===== src/hw/rtl/afmt_pkg.sv =====
`timescale 1ns / 1ps
`default_nettype none
// ----------------------------------------------------------------------------
// afmt_pkg
// Shared types, constants and helpers of the voltage text formatter.
// ----------------------------------------------------------------------------
package afmt_pkg;

    localparam int SAMPLE_W    = 8;
    localparam int CHAR_W      = 7;
    localparam int FRAC_W      = 2;
    localparam int PROD_W      = 21;   // sample * 5000 stays below 2**21
    localparam int MV_W        = 13;   // millivolts, 0..5000
    localparam int RECIP_W     = 25;
    localparam int RECIP_SHIFT = 32;
    localparam int QUEUE_DEPTH = 2;

    localparam logic [PROD_W-1:0]  MV_SCALE  = PROD_W'(5000);
    // ceil(2**32 / 255): exact quotient for every dividend below 2**21.
    localparam logic [RECIP_W-1:0] RECIP_255 = RECIP_W'(16843010);

    localparam logic [FRAC_W-1:0] FRAC_RESET = 2'd2;

    localparam logic [CHAR_W-1:0] CH_A     = 7'h41;
    localparam logic [CHAR_W-1:0] CH_D     = 7'h44;
    localparam logic [CHAR_W-1:0] CH_C     = 7'h43;
    localparam logic [CHAR_W-1:0] CH_EQ    = 7'h3D;
    localparam logic [CHAR_W-1:0] CH_COMMA = 7'h2C;
    localparam logic [CHAR_W-1:0] CH_SPACE = 7'h20;
    localparam logic [CHAR_W-1:0] CH_U     = 7'h55;
    localparam logic [CHAR_W-1:0] CH_POINT = 7'h2E;
    localparam logic [CHAR_W-1:0] CH_V     = 7'h56;
    localparam logic [CHAR_W-1:0] CH_CR    = 7'h0D;
    localparam logic [CHAR_W-1:0] CH_LF    = 7'h0A;
    localparam logic [CHAR_W-1:0] CH_ZERO  = 7'h30;

    // Character positions of the report line template.
    typedef enum logic [4:0] {
        SL_A, SL_D, SL_C, SL_EQ1,
        SL_S2, SL_S1, SL_S0,
        SL_COMMA, SL_SP, SL_U, SL_EQ2,
        SL_VOLT, SL_POINT, SL_F2, SL_F1, SL_F0,
        SL_V, SL_CR, SL_LF
    } slot_t;

    // One classified report line as it waits in the queue.
    typedef struct packed {
        logic [3:0] s_hund;
        logic [3:0] s_tens;
        logic [3:0] s_ones;
        logic [1:0] s_len;     // printed sample digits, 1..3
        logic [3:0] volt;
        logic [3:0] f_hund;
        logic [3:0] f_tens;
        logic [3:0] f_ones;
    } line_t;

    // One shift-and-add-3 step of binary to BCD conversion, four digits.
    function automatic logic [15:0] bcd_shift(input logic [15:0] bcd, input logic bit_in);
        logic [15:0] adj;
        adj = bcd;
        for (int i = 0; i < 4; i++) begin
            if (adj[4*i +: 4] >= 4'd5)
            begin
                adj[4*i +: 4] = adj[4*i +: 4] + 4'd3;
            end
        end
        return {adj[14:0], bit_in};
    endfunction

    function automatic logic [CHAR_W-1:0] digit_char(input logic [3:0] d);
        return CH_ZERO + {3'b000, d};
    endfunction

endpackage
`default_nettype wire


===== src/hw/rtl/adc_sample_voltage_text_formatter_core.sv =====
`timescale 1ns / 1ps
`default_nettype none
// ----------------------------------------------------------------------------
// adc_sample_voltage_text_formatter_core
// Formats one converter sample per transaction into an ASCII report line.
// ----------------------------------------------------------------------------
// The first character of a line passes the 4 front stages, the queue, the line
// load and the output register after its sample transaction.
// One character leaves per cycle while the receiver is ready; a line is 13 to 19
// characters, so the sample rate is set by the character sequencer of the back part.
// Reset (rst_n low, asynchronous) empties the pipeline and the queue and sets
// the fraction digit count to 2.
// ----------------------------------------------------------------------------
module adc_sample_voltage_text_formatter_core
    import afmt_pkg::*;
#(
    parameter int QDEPTH = QUEUE_DEPTH
)
(
    input  wire logic              clk,
    input  wire logic              rst_n,
    // Configuration: fraction_digits, written while cfg_we is high.
    input  wire logic              cfg_we,
    input  wire logic [FRAC_W-1:0] cfg_wdata,
    // Sample input.
    input  wire logic              s_tvalid,
    output logic                   s_tready,
    input  wire logic [7:0]        s_tdata,   // [7:0] sample
    // Character output.
    output logic                   m_tvalid,
    input  wire logic              m_tready,
    output logic [7:0]             m_tdata,   // [6:0] text_char, [7] zero
    output logic                   m_tlast    // line_end
);

    // The number of fraction digits, read by the back part while it walks a line.
    // The user must change it only while the block is idle; the block does not enforce it.
    logic [FRAC_W-1:0] frac_digits_reg;

    always_ff @(posedge clk or negedge rst_n)
    begin
        if (!rst_n)
        begin
            frac_digits_reg <= FRAC_RESET;
        end
        else if (cfg_we)
        begin
            frac_digits_reg <= cfg_wdata;
        end
    end

    logic              fr_valid, fr_ready;
    line_t             fr_data;
    logic              bk_valid, bk_ready;
    line_t             bk_data;
    logic [CHAR_W-1:0] out_char;

    // The front part converts the sample and its millivalue to decimal
    // digits in a short pipeline that stalls only when the queue is full.
    afmt_front u_front (
        .clk        (clk),
        .rst_n      (rst_n),
        .in_valid   (s_tvalid),
        .in_ready   (s_tready),
        .in_sample  (s_tdata),
        .line_valid (fr_valid),
        .line_ready (fr_ready),
        .line_data  (fr_data)
    );

    // The queue lets the front take new samples while the back part is
    // still printing an earlier line.
    afmt_fifo #(
        .DEPTH (QDEPTH)
    ) u_fifo (
        .clk      (clk),
        .rst_n    (rst_n),
        .wr_valid (fr_valid),
        .wr_ready (fr_ready),
        .wr_data  (fr_data),
        .rd_valid (bk_valid),
        .rd_ready (bk_ready),
        .rd_data  (bk_data)
    );

    // The back part emits one character per cycle into its output register while
    // the receiver is ready, and picks up the next line right after the previous line feed.
    afmt_back u_back (
        .clk         (clk),
        .rst_n       (rst_n),
        .frac_digits (frac_digits_reg),
        .line_valid  (bk_valid),
        .line_ready  (bk_ready),
        .line_data   (bk_data),
        .out_valid   (m_tvalid),
        .out_ready   (m_tready),
        .out_char    (out_char),
        .out_last    (m_tlast)
    );

    assign m_tdata = {1'b0, out_char};

endmodule
`default_nettype wire


===== src/hw/rtl/afmt_front.sv =====
`timescale 1ns / 1ps
`default_nettype none
// ----------------------------------------------------------------------------
// afmt_front
// Accepts samples and turns each into the decimal digits of its report line.
// ----------------------------------------------------------------------------
module afmt_front
    import afmt_pkg::*;
(
    input  wire logic                clk,
    input  wire logic                rst_n,
    input  wire logic                in_valid,
    output logic                     in_ready,
    input  wire logic [SAMPLE_W-1:0] in_sample,
    output logic                     line_valid,
    input  wire logic                line_ready,
    output line_t                    line_data
);

    // Four stages: product and sample digits, millivolts, upper and lower
    // halves of the millivolt BCD conversion.
    logic v1_reg, v2_reg, v3_reg, v4_reg;
    logic adv;

    logic [PROD_W-1:0] prod_reg;
    logic [15:0]       sbcd_reg;
    logic [15:0]       sbcd_next;
    logic [1:0]        slen_reg;
    logic [1:0]        slen_next;

    logic [15:0]       sbcd2_reg, sbcd3_reg;
    logic [1:0]        slen2_reg, slen3_reg;
    logic [MV_W-1:0]   mv_reg;
    logic [PROD_W+RECIP_W-1:0] quot_full;

    logic [5:0]        mvlo_reg;
    logic [15:0]       vbcd_reg;
    logic [15:0]       vbcd_next;
    logic [15:0]       fin_next;

    line_t             line_reg;
    line_t             line_next;

    assign adv      = !v4_reg || line_ready;
    assign in_ready = adv;

    always_comb
    begin
        sbcd_next = '0;
        for (int i = SAMPLE_W - 1; i >= 0; i--) begin
            sbcd_next = bcd_shift(sbcd_next, in_sample[i]);
        end
        if (sbcd_next[11:8] != 4'd0)
        begin
            slen_next = 2'd3;
        end
        else if (sbcd_next[7:4] != 4'd0)
        begin
            slen_next = 2'd2;
        end
        else
        begin
            slen_next = 2'd1;
        end
    end

    assign quot_full = (PROD_W+RECIP_W)'(prod_reg) * (PROD_W+RECIP_W)'(RECIP_255);

    always_comb
    begin
        vbcd_next = '0;
        for (int i = MV_W - 1; i >= 6; i--) begin
            vbcd_next = bcd_shift(vbcd_next, mv_reg[i]);
        end
    end

    always_comb
    begin
        fin_next = vbcd_reg;
        for (int i = 5; i >= 0; i--) begin
            fin_next = bcd_shift(fin_next, mvlo_reg[i]);
        end
        line_next.s_hund = sbcd3_reg[11:8];
        line_next.s_tens = sbcd3_reg[7:4];
        line_next.s_ones = sbcd3_reg[3:0];
        line_next.s_len  = slen3_reg;
        line_next.volt   = fin_next[15:12];
        line_next.f_hund = fin_next[11:8];
        line_next.f_tens = fin_next[7:4];
        line_next.f_ones = fin_next[3:0];
    end

    always_ff @(posedge clk or negedge rst_n)
    begin
        if (!rst_n)
        begin
            v1_reg <= 1'b0;
            v2_reg <= 1'b0;
            v3_reg <= 1'b0;
            v4_reg <= 1'b0;
        end
        else if (adv)
        begin
            v1_reg <= in_valid;
            v2_reg <= v1_reg;
            v3_reg <= v2_reg;
            v4_reg <= v3_reg;
        end
    end

    always_ff @(posedge clk)
    begin
        if (adv)
        begin
            prod_reg  <= PROD_W'(in_sample) * MV_SCALE;
            sbcd_reg  <= sbcd_next;
            slen_reg  <= slen_next;
            mv_reg    <= quot_full[RECIP_SHIFT +: MV_W];
            sbcd2_reg <= sbcd_reg;
            slen2_reg <= slen_reg;
            vbcd_reg  <= vbcd_next;
            mvlo_reg  <= mv_reg[5:0];
            sbcd3_reg <= sbcd2_reg;
            slen3_reg <= slen2_reg;
            line_reg  <= line_next;
        end
    end

    assign line_valid = v4_reg;
    assign line_data  = line_reg;

endmodule
`default_nettype wire


===== src/hw/rtl/afmt_fifo.sv =====
`timescale 1ns / 1ps
`default_nettype none
// ----------------------------------------------------------------------------
// afmt_fifo
// Short queue of classified lines between the front and back parts.
// ----------------------------------------------------------------------------
module afmt_fifo
    import afmt_pkg::*;
#(
    parameter int DEPTH = QUEUE_DEPTH
)
(
    input  wire logic  clk,
    input  wire logic  rst_n,
    input  wire logic  wr_valid,
    output logic       wr_ready,
    input  wire line_t wr_data,
    output logic       rd_valid,
    input  wire logic  rd_ready,
    output line_t      rd_data
);

    localparam int PTR_W = (DEPTH > 1) ? $clog2(DEPTH) : 1;
    localparam int CNT_W = $clog2(DEPTH + 1);

    line_t            mem_reg [DEPTH];
    logic [PTR_W-1:0] wr_ptr_reg, rd_ptr_reg;
    logic [CNT_W-1:0] count_reg;
    logic             push, pop;

    assign wr_ready = (count_reg != CNT_W'(DEPTH));
    assign rd_valid = (count_reg != '0);
    assign push     = wr_valid && wr_ready;
    assign pop      = rd_valid && rd_ready;
    assign rd_data  = mem_reg[rd_ptr_reg];

    always_ff @(posedge clk or negedge rst_n)
    begin
        if (!rst_n)
        begin
            wr_ptr_reg <= '0;
            rd_ptr_reg <= '0;
            count_reg  <= '0;
        end
        else
        begin
            if (push)
            begin
                wr_ptr_reg <= (wr_ptr_reg == PTR_W'(DEPTH - 1)) ? '0 : wr_ptr_reg + 1'b1;
            end
            if (pop)
            begin
                rd_ptr_reg <= (rd_ptr_reg == PTR_W'(DEPTH - 1)) ? '0 : rd_ptr_reg + 1'b1;
            end
            if (push && !pop)
            begin
                count_reg <= count_reg + 1'b1;
            end
            else if (pop && !push)
            begin
                count_reg <= count_reg - 1'b1;
            end
        end
    end

    always_ff @(posedge clk)
    begin
        if (push)
        begin
            mem_reg[wr_ptr_reg] <= wr_data;
        end
    end

endmodule
`default_nettype wire


===== src/hw/rtl/afmt_back.sv =====
`timescale 1ns / 1ps
`default_nettype none
// ----------------------------------------------------------------------------
// afmt_back
// Walks the report line template and emits one character per cycle while the receiver is ready.
// ----------------------------------------------------------------------------
module afmt_back
    import afmt_pkg::*;
(
    input  wire logic              clk,
    input  wire logic              rst_n,
    input  wire logic [FRAC_W-1:0] frac_digits,
    input  wire logic              line_valid,
    output logic                   line_ready,
    input  wire line_t             line_data,
    output logic                   out_valid,
    input  wire logic              out_ready,
    output logic [CHAR_W-1:0]      out_char,
    output logic                   out_last
);

    logic              busy_reg, busy_next;
    slot_t             slot_reg, slot_next, slot_after;
    line_t             line_reg;
    logic              oval_reg, oval_next;
    logic [CHAR_W-1:0] char_reg, char_cur;
    logic              last_reg;
    logic              out_en, at_end, pop, emit;

    assign out_en     = !oval_reg || out_ready;
    assign at_end     = busy_reg && (slot_reg == SL_LF);
    assign pop        = out_en && (!busy_reg || at_end) && line_valid;
    assign emit       = out_en && busy_reg;
    assign line_ready = out_en && (!busy_reg || at_end);

    // The character at the current position and the position that follows,
    // skipping leading sample zeros and unused fraction digits.
    always_comb
    begin
        unique case (slot_reg)
            SL_A:     begin char_cur = CH_A;                        slot_after = SL_D;     end
            SL_D:     begin char_cur = CH_D;                        slot_after = SL_C;     end
            SL_C:     begin char_cur = CH_C;                        slot_after = SL_EQ1;   end
            SL_EQ1:
            begin
                char_cur = CH_EQ;
                if (line_reg.s_len == 2'd3)
                begin
                    slot_after = SL_S2;
                end
                else if (line_reg.s_len == 2'd2)
                begin
                    slot_after = SL_S1;
                end
                else
                begin
                    slot_after = SL_S0;
                end
            end
            SL_S2:    begin char_cur = digit_char(line_reg.s_hund); slot_after = SL_S1;    end
            SL_S1:    begin char_cur = digit_char(line_reg.s_tens); slot_after = SL_S0;    end
            SL_S0:    begin char_cur = digit_char(line_reg.s_ones); slot_after = SL_COMMA; end
            SL_COMMA: begin char_cur = CH_COMMA;                    slot_after = SL_SP;    end
            SL_SP:    begin char_cur = CH_SPACE;                    slot_after = SL_U;     end
            SL_U:     begin char_cur = CH_U;                        slot_after = SL_EQ2;   end
            SL_EQ2:   begin char_cur = CH_EQ;                       slot_after = SL_VOLT;  end
            SL_VOLT:
            begin
                char_cur   = digit_char(line_reg.volt);
                slot_after = (frac_digits != 2'd0) ? SL_POINT : SL_V;
            end
            SL_POINT: begin char_cur = CH_POINT;                    slot_after = SL_F2;    end
            SL_F2:
            begin
                char_cur   = digit_char(line_reg.f_hund);
                slot_after = (frac_digits > 2'd1) ? SL_F1 : SL_V;
            end
            SL_F1:
            begin
                char_cur   = digit_char(line_reg.f_tens);
                slot_after = (frac_digits > 2'd2) ? SL_F0 : SL_V;
            end
            SL_F0:    begin char_cur = digit_char(line_reg.f_ones); slot_after = SL_V;     end
            SL_V:     begin char_cur = CH_V;                        slot_after = SL_CR;    end
            SL_CR:    begin char_cur = CH_CR;                       slot_after = SL_LF;    end
            SL_LF:    begin char_cur = CH_LF;                       slot_after = SL_A;     end
            default:  begin char_cur = CH_LF;                       slot_after = SL_A;     end
        endcase
    end

    always_comb
    begin
        busy_next = busy_reg;
        slot_next = slot_reg;
        if (pop)
        begin
            busy_next = 1'b1;
            slot_next = SL_A;
        end
        else if (emit)
        begin
            busy_next = !at_end;
            slot_next = slot_after;
        end
        oval_next = out_en ? emit : oval_reg;
    end

    always_ff @(posedge clk or negedge rst_n)
    begin
        if (!rst_n)
        begin
            busy_reg <= 1'b0;
            slot_reg <= SL_A;
            oval_reg <= 1'b0;
        end
        else
        begin
            busy_reg <= busy_next;
            slot_reg <= slot_next;
            oval_reg <= oval_next;
        end
    end

    always_ff @(posedge clk)
    begin
        if (pop)
        begin
            line_reg <= line_data;
        end
        if (emit)
        begin
            char_reg <= char_cur;
            last_reg <= (slot_reg == SL_LF);
        end
    end

    assign out_valid = oval_reg;
    assign out_char  = char_reg;
    assign out_last  = last_reg;

endmodule
`default_nettype wire


===== config.mk =====
export PLATFORM = sky130hd
export DESIGN_NAME = adc_sample_voltage_text_formatter_core
export DESIGN_NICKNAME = d
export VERILOG_FILES = /design/src/hw/rtl/afmt_pkg.sv /design/src/hw/rtl/adc_sample_voltage_text_formatter_core.sv /design/src/hw/rtl/afmt_front.sv /design/src/hw/rtl/afmt_fifo.sv /design/src/hw/rtl/afmt_back.sv
export SDC_FILE = /design/constraint.sdc
export NUM_CORES = 1
export LEC_CHECK = 0
export BUFFER_PORTS_ARGS = -buffer_cell sky130_fd_sc_hd__buf_2
export CORE_MARGIN = 5
export CORE_UTILIZATION = 31
export CTS_CLUSTER_SIZE = 20
export DETAILED_ROUTE_END_ITERATION = 10
export SYNTH_ARGS = -nofsm -noshare
export SYNTH_HDL_FRONTEND = slang
export SYNTH_SLANG_ARGS = --single-unit

===== constraint.sdc =====
create_clock -name clk -period 6.5 [get_ports clk]
set_clock_uncertainty 0.15 [all_clocks]
set_input_delay 0.975 -clock clk [delete_from_list [all_inputs] [get_ports clk]]
set_output_delay 0.975 -clock clk [all_outputs]
set_load 0.03 [all_outputs]

==> flow_summary.json, run 1 <==
{
  "wl_um": 23800,
  "grt_overflow": 0,
  "post_cts_resized": 0,
  "cts_num_sinks": 218,
  "via_count": 8860,
  "timing.fmax_mhz": 182,
  "largest_reg_flops": 56,
  "reg2reg_slack_ns": 1.11,
  "cts_setup_buffers": 0,
  "postSynthNetCount": 1422,
  "r2r_end": "u_front.line_data[14]$_DFFE_PP_",
  "rsz0062_at_grt": "false",
  "firstDrtPassIters": 5,
  "cts_hold_buf": 0,
  "grt_max_degree": 85,
  "dpl.hpwl_um": 17400,
  "initial_core_util": 0.315,
  "synthCells": 1229,
  "cp-end-kind": "register",
  "rr_startpoint": "u_front.vbcd_reg[0]$_DFFE_PP_",
  "clkTransAtPathRegs_ns": 0.06,
  "setup_viol": 0,
  "critPathMaxStageDelay_ns": 0.43,
  "cp_slowest_cell": "mux2i_1",
  "dieArea_um2": 49300,
  "drv_cap": 0,
  "drv_slew": 0,
  "dpl_worst_slack_ns": 0.483,
  "grtUsageTotal": 0.0962,
  "ff_latch_area_um2": 6460,
  "cts-root-buf": "clkbuf_16",
  "die_w_um": 222,
  "design.core.area_um2": 44300,
  "synthArstFlopShare": 0.0780,
  "crit_arrival_ns": 5.60,
  "grt_pass1_vias": 8537,
  "r2r_cells": 24,
  "crit_path_start_kind": "primary input",
  "worst-path-max-fanout": 6,
  "io_buffer_count": 24,
  "die_h_um": 222,
  "fin_crit_sh": 0.847,
  "postPlaceCellArea_um2": 14700,
  "utilization": 0.349,
  "drt-initial-drc-count": 668,
  "ios": 26,
  "status": "finished clean",
  "synth_edf_count": 201,
  "cts_tree": "built",
  "crit_chain": "buf_2 > inv_1 > ha_1 > a221oi_2 > xnor2_1 > ha_1 > inv_1 > nor2_1 > o22ai_1 > xnor2_1 > ha_1 > nand2b_1 > a21boi_1 > mux2i_1 > a21boi_0 > mux2i_1 > inv_1 > ha_1 > nand2b_1 > a21boi_1 > mux2i_1 > nor3_1 > nand2_1",
  "antenna_cells": 0,
  "cts-buffers-inserted": 22,
  "drc": 0,
  "min_period_ns": 5.50,
  "tns_ns": 0,
  "vias_per_cell": 4.77,
  "syn2layout_area_growth_pct": 11.0,
  "wl_per_cell_um": 12.8,
  "synth.distinct_cells": 87,
  "worstPathRequired_ns": 6.60,
  "n_fill_cell": 4348,
  "worstSetupPathType": "primary input to register",
  "cts.path.max_buffers": 3,
  "syn-mean-instance-area_um2": 11.3,
  "drive_gt1_frac": 0.116,
  "max_slew_margin": 0.315,
  "hold_viol": 0,
  "worst_pin_slew_ns": 1.03,
  "finalNetCount": 1444,
  "rows": 77,
  "antenna_found_initial": 0,
  "path_delay_family": "compound AO/OA/AOI/OAI gates",
  "path_common_cell": "ha_1",
  "synth_area_um2": 13900,
  "ys_warn_count": 0,
  "final_area_um2": 15500,
  "grt_first_pass_wirelength_um": 40900,
  "path_buf_inv": 4,
  "hold_class": "primary input to async pin",
  "htreeDepth": 1,
  "synth-main-ff-cell": "edfxtp_1",
  "setup_ws_ns": 0.998,
  "yosysSeqAreaShare": 0.463,
  "ant_nets": 0,
  "multi_input_area_um2": 6940,
  "gp_congestion": 0.815,
  "worstSkewPairLatency_ns": 0.52,
  "ys_seq_elements": 218
}
-- cell families (layout without fill, tap and decap cells) --
group           Yosys count  after routing  share of synthesized area
flops                   218            218                      0.463
simple gates            272            272                     0.0961
other cells               1              1                   0.000269
compound gates          298            298                      0.144
mux                      68             68                     0.0544
fa+ha+maj               179            179                      0.170
xor+xnor                 50             50                     0.0324
buf+inv                 143            181                     0.0395
-- cells in the mapped netlist (11+ instances only) --
cell type,n,area [um^2]
nor2_1,70,263
xnor2_1,38,333
dfrtp_1,16,400
mux2_2,39,439
nand2_1,71,267
a21o_1,25,188
mux2i_1,26,260
a21oi_1,79,395
nor3_1,26,130
nor2b_1,17,106
nand3_1,13,65.1
clkbuf_1,25,93.8
xor2_1,11,96.3
ha_1,161,2010
o21ai_0,60,300
o21a_1,12,90.1
inv_1,107,402
fa_1,17,340
nand2b_1,29,181
edfxtp_1,201,6040
-- through the flow --
| step | hold slack [ns] | cells |
|---|---|---|
| 5_1_grt | 0.220 | 1859 |
| 2_1_floorplan | 0.250 | 1229 |
| 6_report | 0.216 | 1859 |
| 3_3_place_gp | 0.254 | 1819 |
| 4_1_cts | 0.210 | 1859 |
| 3_5_place_dp | 0.255 | 1819 |
-- per-layer routing --
layer | track usage | vias up | share of wire
li1 | - | 4548 | -
met1 | 0.127 | 4161 | 0.46
met2 | 0.164 | 123 | 0.48
met3 | 0.0189 | 28 | 0.041
met4 | 0.0215 | 0 | 0.016
met5 | 0 | - | 0
-- worst max path at each step --
stage | from | end | slack [ns] | cells after the start
finish | s_tdata[6] | u_front.slen_reg[1]$_SDFFCE_PP1P_ | 1.0 | 23
global route | s_tdata[6] | u_front.slen_reg[1]$_SDFFCE_PP1P_ | 0.42 | 23
CTS | s_tdata[6] | u_front.slen_reg[1]$_SDFFCE_PP1P_ | 0.99 | 23
detailed placement | s_tdata[6] | u_front.slen_reg[1]$_SDFFCE_PP1P_ | 0.48 | 23
global placement | s_tdata[6] | u_front.slen_reg[1]$_SDFFCE_PP1P_ | 0.68 | 23
floorplan | s_tdata[6] | u_front.slen_reg[1]$_SDFFCE_PP1P_ | 1.25 | 22
-- placed cells by master, fill, tap and decap left out, types with 9 or more instances in the layout --
master and instances:
edfxtp_1 201, ha_1 161, inv_1 107, a21oi_1 78, nand2_1 71, nor2_1 69
o21ai_0 60, mux2_2 39, xnor2_1 38, nand2b_1 29, nor3_1 26, mux2i_1 26
a21o_1 25, buf_2 24, clkbuf_16 22, nor2b_1 17, fa_1 17, dfrtp_1 16
nand3_1 13, o21a_1 12, xor2_1 11, and2_1 10, a211oi_1 10, a31oi_1 10
o211ai_1 9, buf_4 9
-- area by class of cell --
class                      count  share of cell area
timing repair buffer          33              0.0121
multi-input combinational    868               0.448
clock inverter                12             0.00873
sequential                   218               0.418
tap                          592              0.0479
inverter                     108              0.0262
clock buffer                  28              0.0390
Power of run 1 is left out: the tool's default activity adds up to more than one toggle a clock period on the data nets, which glitch-free logic cannot reach.
==> inputs of run 2 (changes only) <==
- ABC_AREA: not set -> 1
- clock period: 6.5 -> 4.77 ns (I/O delays scaled with it)
==> run 2 against run 1 <==
Against the previous run: global-route usage is 0.59 points higher; first-iteration DRC count is 35% lower; highest routed layer unchanged; register-to-register slack lost 0.73 ns; synthesized cell count grew 9.4%; core utilization is 0.55 points higher; die area down 3.7%; area after synthesis shrank 3.8%; sequential share of layout area grew 0.63 points; design area fell by 1.5%; cell count increased by 8.3%; count of clock-buffer cells in the layout is 1 lower.
==> flow_summary.json, run 2 <==
{
  "synthArstFlopShare": 0.0780,
  "vias_per_cell": 4.46,
  "synth-main-ff-cell": "edfxtp_1",
  "reg2reg_slack_ns": 0.38,
  "synthAdderAreaFrac": 0.176,
  "synth_area_leader_cell": "edfxtp_1",
  "worst-path-max-fanout": 4,
  "drc": 0,
  "drt-initial-drc-count": 432,
  "design.core.area_um2": 43000,
  "cts_num_sinks": 218,
  "largest_reg_flops": 56,
  "cp_slowest_cell": "or2_2",
  "synthMostInstantiatedCell": "nand2_1",
  "clkTransAtPathRegs_ns": 0.06,
  "gp_congestion": 0.856,
  "grt_overflow": 0,
  "synth_top_area_share": 0.450,
  "wl_um": 24200,
  "rsz0062_at_grt": "true",
  "drive_gt1_frac": 0.132,
  "synth_compound_area_frac": 0.0717,
  "synthCells": 1344,
  "grt_pass1_vias": 8907,
  "antenna_found_initial": 0,
  "firstDrtPassIters": 5,
  "synthSimpleGateAreaFrac": 0.176,
  "syn-mean-instance-area_um2": 9.98,
  "drv_slew": 0,
  "min_period_ns": 4.46,
  "io_buffer_count": 24,
  "utilization": 0.355,
  "layout_common_cells": "nand2_1, inv_1, edfxtp_1, ha_1, nor2_1",
  "max_slew_margin": 0.364,
  "rr_startpoint": "u_front.vbcd_reg[4]$_DFFE_PP_",
  "die_w_um": 218,
  "final_common_cell": "nand2_1",
  "cts.path.max_buffers": 3,
  "syn2layout_area_growth_pct": 13.7,
  "initial_core_util": 0.312,
  "fin_crit_sh": 0.935,
  "finalNetCount": 1611,
  "rows": 76,
  "crit_arrival_ns": 4.54,
  "drv_cap": 0,
  "worstSkewPairLatency_ns": 0.49,
  "endpoint": "u_front.slen_reg[1]$_SDFFCE_PP1P_",
  "cts_tree": "built",
  "yosys-top-cells-area": "edfxtp_1, ha_1, nand2_1",
  "antenna_cells": 0,
  "worst_pin_slew_ns": 0.954,
  "worstPathRequired_ns": 4.85,
  "hold_class": "primary input to async pin",
  "timing.fmax_mhz": 224,
  "startpoint": "s_tdata[6]",
  "cts-root-buf": "clkbuf_16",
  "critPathMaxStageDelay_ns": 0.30,
  "synth_xor_area_frac": 0.0289,
  "yosysSeqAreaShare": 0.482,
  "setup_viol": 0,
  "worstSetupPathType": "primary input to register",
  "wl_per_cell_um": 12.0,
  "synth.distinct_cells": 55,
  "cp-end-kind": "register",
  "die_h_um": 218,
  "grt_first_pass_wirelength_um": 41500,
  "dpl.hpwl_um": 18900,
  "synth_mux_area_frac": 0.00233,
  "hold_viol": 0,
  "ys_top_cells_by_count": "nand2_1, inv_1, edfxtp_1",
  "cts_hold_buf": 0,
  "ys_seq_elements": 218,
  "r2r_end": "u_front.line_data[15]$_DFFE_PP_",
  "dieArea_um2": 47500,
  "crit_path_start_kind": "primary input",
  "postSynthNetCount": 1537,
  "via_count": 8971,
  "htreeDepth": 1,
  "grt_max_degree": 55,
  "ant_nets": 0,
  "synth_area_um2": 13400,
  "path_common_cell": "nand2_2",
  "n_fill_cell": 4359,
  "status": "finished clean",
  "ios": 26,
  "synth_edf_count": 201,
  "synth_top_family_by_area": "simple AND/OR/NAND/NOR gates",
  "ys_warn_count": 0,
  "cts-buffers-inserted": 23,
  "r2r_cells": 33,
  "grtUsageTotal": 0.102
}
run 2: cells by family after synthesis:
| group | after synthesis |
|---|---|
| simple gates | 515 |
| buf+inv | 226 |
| flops | 218 |
| fa+ha+maj | 178 |
| compound gates | 163 |
| xor+xnor | 40 |
| mux | 3 |
| other cells | 1 |
run 2: area by class of cell:
cell class / count / area (um^2) / area share
sequential: 218 / 6460 / 0.424
multi-input combinational: 900 / 6170 / 0.405
inverter: 217 / 815 / 0.0534
tap: 585 / 732 / 0.0480
clock buffer: 27 / 591 / 0.0387
timing repair buffer: 58 / 375 / 0.0246
clock inverter: 8 / 92.6 / 0.00607
run 2: worst min-delay path by stage:
stage / from / end / slack (ns)
2_1_floorplan: u_front.mvlo_reg[0]$_DFFE_PP_ / u_front.line_data[0]$_DFFE_PP_ / 0.25
3_3_place_gp: u_front.mv_reg[4]$_DFFE_PP_ / u_front.mvlo_reg[4]$_DFFE_PP_ / 0.25
3_5_place_dp: u_front.sbcd3_reg[3]$_DFFE_PP_ / u_front.line_data[21]$_DFFE_PP_ / 0.25
4_1_cts: rst_n / frac_digits_reg[0]$_DFFE_PN0P_ / 0.01
5_1_grt: rst_n / u_fifo.rd_ptr_reg$_DFFE_PN0P_ / 0.04
6_report: rst_n / frac_digits_reg[0]$_DFFE_PN0P_ / 0.009
run 2: critical path, delay by kind of cell:
kind	cells	cell delay, ns
and+or+nand+nor	12	1.29
adders and majority gates	5	0.94
buffers and inverters	6	0.50
AOI/OAI and AO/OA	4	0.53
xor gates and xnor gates	3	0.54
run 2: metrics by stage:
stage | hold WS (ns) | setup TNS, ns | cell area, um^2 | worst slack (ns) | instances
floorplan | 0.250 | 0 | 13400 | 0.000973 | 1344
global placement | 0.254 | -0.226 | 14500 | -0.130 | 1973
detailed placement | 0.255 | -0.970 | 14500 | -0.286 | 1973
CTS | 0.0113 | 0 | 15200 | 0.0105 | 2008
global route | 0.0363 | -0.0901 | 15200 | -0.0468 | 2013
finish | 0.00915 | 0 | 15200 | 0.308 | 2013
run 2: timing repair:
action                                  in CTS  in global routing
resized for setup                            0                 13
endpoints found under the setup margin       0                 14
setup buffers                                0                  5
endpoints found under the hold margin        0                  0
run 2: per-layer routing:
| metal | global-route usage | vias up | share of wire |
|---|---|---|---|
| li1 | - | 4676 | - |
| met1 | 0.129 | 4149 | 0.45 |
| met2 | 0.184 | 106 | 0.50 |
| met3 | 0.0164 | 40 | 0.031 |
| met4 | 0.0245 | 0 | 0.024 |
| met5 | 0 | - | 0 |
Power of run 2 is left out for the same reason.
